==> config.mk <==
export PLATFORM = sky130hd
export DESIGN_NAME = cms_hash
export DESIGN_NICKNAME = d
export VERILOG_FILES = /design/src/rtl/cms_pkg.sv /design/src/rtl/cms_mul.sv /design/src/rtl/cms_hash.sv
export SDC_FILE = /design/constraint.sdc
export NUM_CORES = 2
export LEC_CHECK = 0
export BUFFER_PORTS_ARGS = -buffer_cell sky130_fd_sc_hd__buf_2
export CORE_MARGIN = 5
export CORE_UTILIZATION = 25
export DETAILED_ROUTE_END_ITERATION = 10
export SLEW_MARGIN = 0
export SYNTH_ARGS = -nofsm -noshare
export SYNTH_HDL_FRONTEND = slang
export SYNTH_HIERARCHICAL = 1
export SYNTH_SLANG_ARGS = --single-unit
==> constraint.sdc <==
create_clock -name clock -period 15.4 [get_ports clock]
set_input_delay 3.08 -clock clock [delete_from_list [all_inputs] [get_ports clock]]
set_output_delay 3.08 -clock clock [all_outputs]
set_load 0.02 [all_outputs]
==> src/rtl/cms_pkg.sv <==
// Shared types, constants and state encodings for the count-min sketch.
package cms_pkg;

   localparam logic [1:0] KIND_ADD      = 2'd0;
   localparam logic [1:0] KIND_ESTIMATE = 2'd1;
   localparam logic [1:0] KIND_CLEAR    = 2'd2;

   localparam logic [63:0] FMIX_C1    = 64'hff51_afd7_ed55_8ccd;
   localparam logic [63:0] FMIX_C2    = 64'hc4ce_b9fe_1a85_ec53;
   localparam int          FMIX_SHIFT = 33;

   localparam logic [31:0] THRESH_RESET = 32'd4096;
   localparam logic [31:0] EST_MAX      = 32'hFFFF_FFFF;

   typedef struct packed {
      logic [1:0]  kind;
      logic [63:0] key;
   } req_type;

   typedef struct packed {
      logic [31:0] count_estimate;
      logic        flush_needed;
   } rsp_type;

   typedef enum logic [1:0] {
      H_IDLE,
      H_MUL,
      H_MOD,
      H_DONE
   } hash_state_type;

   typedef enum logic [2:0] {
      S_CLEAR,
      S_IDLE,
      S_START,
      S_HASH,
      S_READ,
      S_UPDATE,
      S_DONE
   } cms_state_type;

endpackage

==> src/rtl/cms_mul.sv <==
// Shared 32 by 32 bit multiplier with a registered product.
module cms_mul (
   input  logic        clock,
   input  logic [31:0] mul_a,
   input  logic [31:0] mul_b,
   output logic [63:0] product
);
   import cms_pkg::*;

   logic [63:0] product_ff;
   logic [63:0] product_in;

   assign product_in = 64'(mul_a) * 64'(mul_b);

   always_ff @(posedge clock) begin
      product_ff <= product_in;
   end

   assign product = product_ff;
endmodule

==> src/rtl/cms_hash.sv <==
// Sequenced 64-bit finalizer hash and column reduction for one sketch row.
module cms_hash #(
   parameter  int ROW_WIDTH = 1024,
   parameter  int ROW_COUNT = 4,
   localparam int ROW_BITS  = (ROW_COUNT > 1) ? $clog2(ROW_COUNT) : 1,
   localparam int COL_BITS  = $clog2(ROW_WIDTH)
) (
   input  logic                clock,
   input  logic                reset,
   input  logic                start,
   input  logic [63:0]         key,
   input  logic [ROW_BITS-1:0] row,
   output logic                done,
   output logic [COL_BITS-1:0] col
);
   import cms_pkg::*;

   localparam bit          IS_POW2  = ((ROW_WIDTH & (ROW_WIDTH - 1)) == 0);
   localparam logic [31:0] WIDTH_32 = 32'(ROW_WIDTH);
   localparam logic [31:0] RECIP    = 32'((64'd1 << 32) / 64'(ROW_WIDTH));

   hash_state_type      h_state_ff, h_state_in;
   logic [63:0]         v_ff, v_in;
   logic [63:0]         acc_ff, acc_in;
   logic [1:0]          ph_ff, ph_in;
   logic                sel_ff, sel_in;
   logic [1:0]          cnt_ff, cnt_in;
   logic [COL_BITS-1:0] rem_ff, rem_in;
   logic [COL_BITS-1:0] col_ff, col_in;

   logic [31:0] mul_a;
   logic [31:0] mul_b;
   logic [63:0] product;
   logic [63:0] const_sel;
   logic [63:0] x_val;
   logic [63:0] t_val;
   logic [31:0]         x_mod;
   logic [31:0]         x_diff;
   logic [COL_BITS-1:0] rem_step;

   cms_mul u_mul (
      .clock   (clock),
      .mul_a   (mul_a),
      .mul_b   (mul_b),
      .product (product)
   );

   assign const_sel = sel_ff ? FMIX_C2 : FMIX_C1;
   assign x_val     = key ^ 64'(row);
   assign t_val     = {acc_ff[63:32] + product[31:0], acc_ff[31:0]};
   assign x_mod     = {16'(rem_ff), v_ff[63:48]};
   assign x_diff    = x_mod - product[31:0];
   assign rem_step  = (x_diff >= WIDTH_32) ? COL_BITS'(x_diff - WIDTH_32)
                                           : COL_BITS'(x_diff);

   always_comb begin
      h_state_in = h_state_ff;
      case (h_state_ff)
         H_IDLE: begin
            if (start) begin
               h_state_in = H_MUL;
            end
         end
         H_MUL: begin
            if (ph_ff == 2'd3 && sel_ff) begin
               h_state_in = H_MOD;
            end
         end
         H_MOD: begin
            if (IS_POW2 || (ph_ff == 2'd2 && cnt_ff == 2'd3)) begin
               h_state_in = H_DONE;
            end
         end
         H_DONE: begin
            h_state_in = H_IDLE;
         end
         default: begin
            h_state_in = H_IDLE;
         end
      endcase
   end

   always_comb begin
      mul_a = 32'd0;
      mul_b = 32'd0;
      done  = (h_state_ff == H_DONE);
      if (h_state_ff == H_MUL) begin
         case (ph_ff)
            2'd0: begin
               mul_a = v_ff[31:0];
               mul_b = const_sel[31:0];
            end
            2'd1: begin
               mul_a = v_ff[31:0];
               mul_b = const_sel[63:32];
            end
            2'd2: begin
               mul_a = v_ff[63:32];
               mul_b = const_sel[31:0];
            end
            default: begin
               mul_a = 32'd0;
               mul_b = 32'd0;
            end
         endcase
      end else if (h_state_ff == H_MOD) begin
         case (ph_ff)
            2'd0: begin
               mul_a = x_mod;
               mul_b = RECIP;
            end
            2'd1: begin
               mul_a = product[63:32];
               mul_b = WIDTH_32;
            end
            default: begin
               mul_a = 32'd0;
               mul_b = 32'd0;
            end
         endcase
      end
   end

   always_comb begin
      v_in   = v_ff;
      acc_in = acc_ff;
      ph_in  = ph_ff;
      sel_in = sel_ff;
      cnt_in = cnt_ff;
      rem_in = rem_ff;
      col_in = col_ff;
      case (h_state_ff)
         H_IDLE: begin
            v_in   = x_val ^ (x_val >> FMIX_SHIFT);
            ph_in  = 2'd0;
            sel_in = 1'b0;
         end
         H_MUL: begin
            ph_in  = ph_ff + 2'd1;
            cnt_in = 2'd0;
            rem_in = '0;
            case (ph_ff)
               2'd1: begin
                  acc_in = product;
               end
               2'd2: begin
                  acc_in = t_val;
               end
               2'd3: begin
                  v_in   = t_val ^ (t_val >> FMIX_SHIFT);
                  sel_in = 1'b1;
               end
               default: begin
                  acc_in = acc_ff;
               end
            endcase
         end
         H_MOD: begin
            if (IS_POW2) begin
               col_in = v_ff[COL_BITS-1:0];
            end else begin
               case (ph_ff)
                  2'd0: begin
                     ph_in = 2'd1;
                  end
                  2'd1: begin
                     ph_in = 2'd2;
                  end
                  default: begin
                     ph_in  = 2'd0;
                     v_in   = v_ff << 16;
                     rem_in = rem_step;
                     cnt_in = cnt_ff + 2'd1;
                     if (cnt_ff == 2'd3) begin
                        col_in = rem_step;
                     end
                  end
               endcase
            end
         end
         default: begin
            v_in = v_ff;
         end
      endcase
   end

   always_ff @(posedge clock) begin
      if (reset) begin
         h_state_ff <= H_IDLE;
         ph_ff      <= 2'd0;
         sel_ff     <= 1'b0;
         cnt_ff     <= 2'd0;
      end else begin
         h_state_ff <= h_state_in;
         ph_ff      <= ph_in;
         sel_ff     <= sel_in;
         cnt_ff     <= cnt_in;
      end
   end

   always_ff @(posedge clock) begin
      v_ff   <= v_in;
      acc_ff <= acc_in;
      rem_ff <= rem_in;
      col_ff <= col_in;
   end

   assign col = col_ff;
endmodule

Word-level counts from Yosys, hierarchy flattened
Index checks and enable logic that the tools add are counted.
Cells by class
  add/sub/neg operators: 2
  multiply operators: 1
  equal/unequal tests: 9
  mux-type cells: 18
  bitwise operators: 4
  reduce and logical (&&, ||, !) cells: 11
Operators by type and width (number)
  64-bit one-hot mux with 2 select lines: 2
  32-bit one-hot mux with 2 select lines: 3
  64-bit by 31-bit XOR with 64-bit output: 2
  32-bit 2-to-1 mux: 3
  32-bit by 32-bit multiplier with 64-bit output: 1
  64-bit 2-to-1 mux: 1
  64-bit by 2-bit XOR with 64-bit output: 1
  62-bit 2-to-1 mux: 1
  23-bit one-hot mux with 2 select lines: 1
  32-bit adder: 1
  23-bit 2-to-1 mux: 1
  2-bit == test (second input constant): 4
  2-bit one-hot mux with 4 select lines: 1
  2-bit inequality test (second input constant): 3
  2-bit AND reduction: 3
  2-bit by 1-bit == test with 1-bit output (second input constant): 2
  2-bit zero test: 2
  2-bit 2-to-1 mux: 2
  2-bit one-hot mux with 2 select lines: 1
  2-bit nonzero test: 2
  2-bit OR reduction: 2
  3-bit AND reduction: 1
  2-bit by 1-bit adder with 2-bit output (second input constant): 1
  1-bit one-hot mux with 2 select lines: 1
  3 further kinds: 3
Storage, ports and cells
  flip-flop bits (word level): 207
  bits of input ports: 69
  output and inout bits: 11
  word-level logic and storage cells: 53

Logic depth before layout (Yosys ltp)
  word-level depth: 5
  gate-level depth with buffers: 38
  depth with buffers taken out: 33

Hierarchy
Netlist, hierarchy kept.
By module, submodules not included
  cms_mul: times used 1, cells an instance 3782, area an instance 34844.7 um^2, sequential area each 1281.2 um^2
  cms_hash: times used 1, cells an instance 827, area an instance 9120.0 um^2, sequential area each 4244.1 um^2

Worst setup path after synthesis
No wires, ideal clock.
  path kind: register to register
  start point: reg h_state_ff[1]
  end point: reg u_mul.product_ff[55], in the netlist u_mul/product[55]
  setup time: 0.073 ns
  arrival time: 8.774 ns
  data required time: 15.327 ns
  path slack: 6.553 ns
  cell stages (with the launch flop): 34
  path buffers: 4
  clock period less this slack: 8.847 ns
  cell sequence: dfxtp_1 inv_1 ha_1 clkbuf_1 clkbuf_1 and2_1 nand2_1 inv_1 clkbuf_1 nand2_1 fa_1 inv_1 fa_1 fa_1 inv_1 fa_1 inv_1 fa_1 fa_1 fa_1 inv_1 fa_1 inv_1 ha_1 clkbuf_1 a21o_1 a21o_1 a21oi_2 nand2_1 o21ai_1 o31ai_4 nor2b_1 a41oi_1 xnor2_1
Between the ends
  longest elaborated chain between the ends: 4
  elaborated cells between the ends (all ways): 7
  classes of those cells: mul (1); eq/ne (2); mux (4)
RTL lines
  start, declared: RTL line cms_hash.sv:22  | hash_state_type h_state_ff, h_state_in;
  start signal, assigned: RTL line cms_hash.sv:194  | h_state_ff <= h_state_in;
  2-bit == test: RTL line cms_hash.sv:106  | end else if (h_state_ff == H_MOD) begin
  23-bit 2-to-1 mux: RTL line cms_hash.sv:106
  32-bit 2-to-1 mux (*): RTL line cms_hash.sv:87  | if (h_state_ff == H_MUL) begin
  net mul_b[8]: RTL line cms_hash.sv:32  | logic [31:0] mul_b;
  32-bit by 32-bit multiplier with 64-bit output (*): RTL line cms_mul.sv:13  | assign product_in = 64'(mul_a) * 64'(mul_b);
  net u_mul.product_in[55]: RTL line cms_mul.sv:11  | logic [63:0] product_in;
  end signal, assigned: RTL line cms_mul.sv:16  | product_ff <= product_in;
  end, declared: RTL line cms_mul.sv:10  | logic [63:0] product_ff;
Mark *: on every way through the listed nets, which the timed path passes. The rest lies on a longest branch.
A chain may end at the register's enable or synchronous reset.

Worst setup path after layout
  start point: reg h_state_ff[1]
  end point: reg u_mul.product_ff[58], in the netlist u_mul/product[58]
Between the ends
  elaborated cells between the ends (all ways): 7
  classes of those cells: mul (1); eq/ne (2); mux (4)
RTL lines (RTL line)
  2-bit by 1-bit == test with 1-bit output: cms_hash.sv:87
  32-bit 2-to-1 mux: cms_hash.sv:87
  net mul_b[26]: cms_hash.sv:32
  32-bit by 32-bit multiplier with 64-bit output: cms_mul.sv:13
  net u_mul.product_in[58]: cms_mul.sv:11
The timed path passes the listed nets, and every way through them passes these cells.

==> flow_summary.json <==
{
  "fin_cells": 6857,
  "cts_hold_buf": 0,
  "num_vias": 31300,
  "wl_per_cell_um": 18.3,
  "area_growth_pct": 8.33,
  "worstSetupPathType": "reg -> reg",
  "start_util": 0.250,
  "total_power_mw": 9.84,
  "core_area_um2": 176000,
  "arrival_ns": 11.05,
  "setup_slack_ns": 4.76,
  "wirelength_um": 125000,
  "yosysTopAreaCellShare": 0.408,
  "holdPathEnd": "col[2]",
  "ys_ff_latch": 207,
  "cts_tree": "done",
  "critPathSlowestCell": "ha_4",
  "grt_pass1_wl_um": 200000,
  "combPwrFrac": 0.834,
  "setup_viol": 0,
  "gp_congestion": 0.898,
  "cp_slowest_stage_delay_ns": 0.80,
  "cts_resized": 0,
  "hp-start": "v_ff[2]",
  "crit_path_frequent_cell": "fa_1",
  "yosysSeqAreaShare": 0.126,
  "first_iter_violations": 2111,
  "rows": 154,
  "p_per_area_nw_per_um2": 207,
  "hold_viol_final": 0,
  "die_h_um": 429,
  "grt_usage": 0.136,
  "route.detailed.drc": 0,
  "rsz0062_at_grt": "no",
  "regToRegSetupSlack_ns": 4.76,
  "switchingPower_mw": 5.73,
  "io_pins": 80,
  "die_w_um": 429,
  "grt_pass1_vias": 33700,
  "path_max_fanout": 90,
  "tns_ns": 0,
  "slew_violations": 0,
  "dr.pass1.iters": 5,
  "synth_warnings": 6,
  "synth_top_area_cell": "fa_1",
  "cp-start-kind": "register",
  "max-vdd-ir-drop_mv": 0.215,
  "period_share": 0.691,
  "intPower_mw": 4.11,
  "grt_max_degree": 97,
  "max-cap-violations": 0,
  "power.leakage_nw": 22.2,
  "post_cts.repair.setup_buffers": 0,
  "preCtsSetupSlack_ns": 4.81,
  "globalRouteOverflowTotal": 0,
  "place.detailed.hpwl_um": 93900,
  "cp-end-kind": "register",
  "nNetsFinal": 5765,
  "p_clk_frac": 0.056,
  "syn_area_um2": 44000,
  "insertion_delay_ns": 0.53,
  "synth_area_leaders": "fa_1 (41%), edfxtp_1 (9.4%), and2_1 (8.6%)",
  "synthFlopType": "edfxtp_1",
  "place_inst": 6812,
  "fmax_mhz": 94.0,
  "synthCells": 4609,
  "final.min_clock_period_ns": 10.64,
  "sw_frac_of_total": 0.582,
  "htreeDepth": 1,
  "outcome": "finished, final reports clean",
  "vias_per_cell": 4.57,
  "antenna_left": 0,
  "hp-class": "reg -> reg",
  "rr_startpoint": "h_state_ff[1]",
  "synth_cell_types": 89,
  "cts-root-buf": "clkbuf_16",
  "port_buffers": 79,
  "tightest_slew_ns": 1.29,
  "cts_sinks": 207,
  "skew_ns": 0.00995,
  "antenna_found_initial": 6,
  "hold-path-cell-count": 0,
  "async_flop_share": 0,
  "synth_edf_count": 138,
  "p_seq_frac": 0.110,
  "drive_gt1_frac": 0.0729,
  "fin_util": 0.271,
  "slew_headroom": 0.140,
  "die_area_um2": 184000,
  "r2r-end": "u_mul/product[58]",
  "cts_buffer_depth": 3,
  "syn_area_per_cell_um2": 9.54,
  "cts_buffers": 22,
  "clk_pin_slew_ns": 0.07,
  "num-fill-cells": 18500,
  "cp.required_ns": 15.81,
  "rr_worst_depth": 27
}
worst max-delay path, delay by kind of cell (launching register included):
family / cells / cell delay, ns
flops: 1 / 0.34
xor+xnor: 1 / 0.16
compound gates: 9 / 2.99
fa+ha+maj: 10 / 4.96
simple gates: 2 / 0.41
buf+inv: 5 / 1.55
power groups by stage:
stage	clock network (mW)	logic, mW	registers (mW)
floorplan	0	5.47	0.994
global placement	0	8.04	1.09
detailed placement	0	8.11	1.09
CTS	0.560	8.20	1.08
global route	0.586	9.05	1.09
finish	0.554	8.20	1.08
cell usage after synthesis (69+ instances only):
library cell,n
fa_1,897
inv_1,875
and2_1,607
nand2_1,541
ha_1,303
clkbuf_1,249
edfxtp_1,138
a21oi_1,114
nor2_1,86
xnor2_1,78
o21ai_0,76
dfxtp_1,69
placed cells by master, fill, tap and decap left out, types with 66 or more instances in the layout:
master    synthesis  routed
and2_1          607     606
xor2_1           66      66
inv_1           875     873
xnor2_1          78      78
fa_1            897     897
a21oi_1         114     111
nor2_1           86      84
ha_1            303     301
dfxtp_1          69      69
buf_2            21      79
nand2_1         541     540
edfxtp_1        138     138
layout make-up:
cell class                 count  area, µm²  share of cell area
antenna                        5       12.5            0.000263
clock buffer                  31        656              0.0138
clock inverter                 9       90.1             0.00189
inverter                     875       3290              0.0690
multi-input combinational   3258      34300               0.721
sequential                   207       5530               0.116
tap                         2340       2930              0.0615
timing repair buffer         132        806              0.0169
per-stage QoR:
stage | hold slack, ns | area [µm²]
2_1_floorplan | 0.427 | 44000
3_3_place_gp | 0.435 | 46900
3_5_place_dp | 0.459 | 46900
4_1_cts | 0.477 | 47600
5_1_grt | 0.493 | 47600
6_report | 0.469 | 47600
metal layers:
layer  vias to the layer above  part of all wire  wire length [µm]  global-route usage
met1                     16500              0.45             56100               0.192
li1                      13800                 -                 -                   -
met5                         -                 0                 0                   0
met4                         0             0.027              3360              0.0308
met2                       912              0.47             58900               0.225
met3                       167             0.056              7020              0.0160
how the worst max path moves through the flow:
stage,endpoint,cells after the start,slack (ns),start
2_1_floorplan,u_mul/product[55],33,6.55,h_state_ff[1]
3_3_place_gp,u_mul/product[58],27,4.88,h_state_ff[1]
3_5_place_dp,u_mul/product[58],27,4.81,h_state_ff[1]
4_1_cts,u_mul/product[58],27,4.79,h_state_ff[1]
5_1_grt,u_mul/product[63],30,4.22,h_state_ff[1]
6_report,u_mul/product[58],27,4.76,h_state_ff[1]
cells by family (layout without fill, tap and decap cells):
| logic type | count (synthesis) | count (layout) | share of synthesized area |
|---|---|---|---|
| buffers and inverters | 1148 | 1047 | 0.0990 |
| adders and majority gates | 1200 | 1200 | 0.495 |
| and+or+nand+nor | 1397 | 1397 | 0.163 |
| AOI/OAI and AO/OA | 442 | 442 | 0.0690 |
| other | 1 | 10 | 0.0000853 |
| DFF | 207 | 207 | 0.126 |
| muxes | 62 | 62 | 0.0158 |
| xor gates and xnor gates | 152 | 152 | 0.0328 |
registers in the layout, summed over array words and instances, names as in the netlist:
name	cells
sel_ff	1
u_mul/product	64
col	10
ph_ff	2
acc_ff	64
v_ff	64
h_state_ff	2
(Power assumes the default switching activity.)
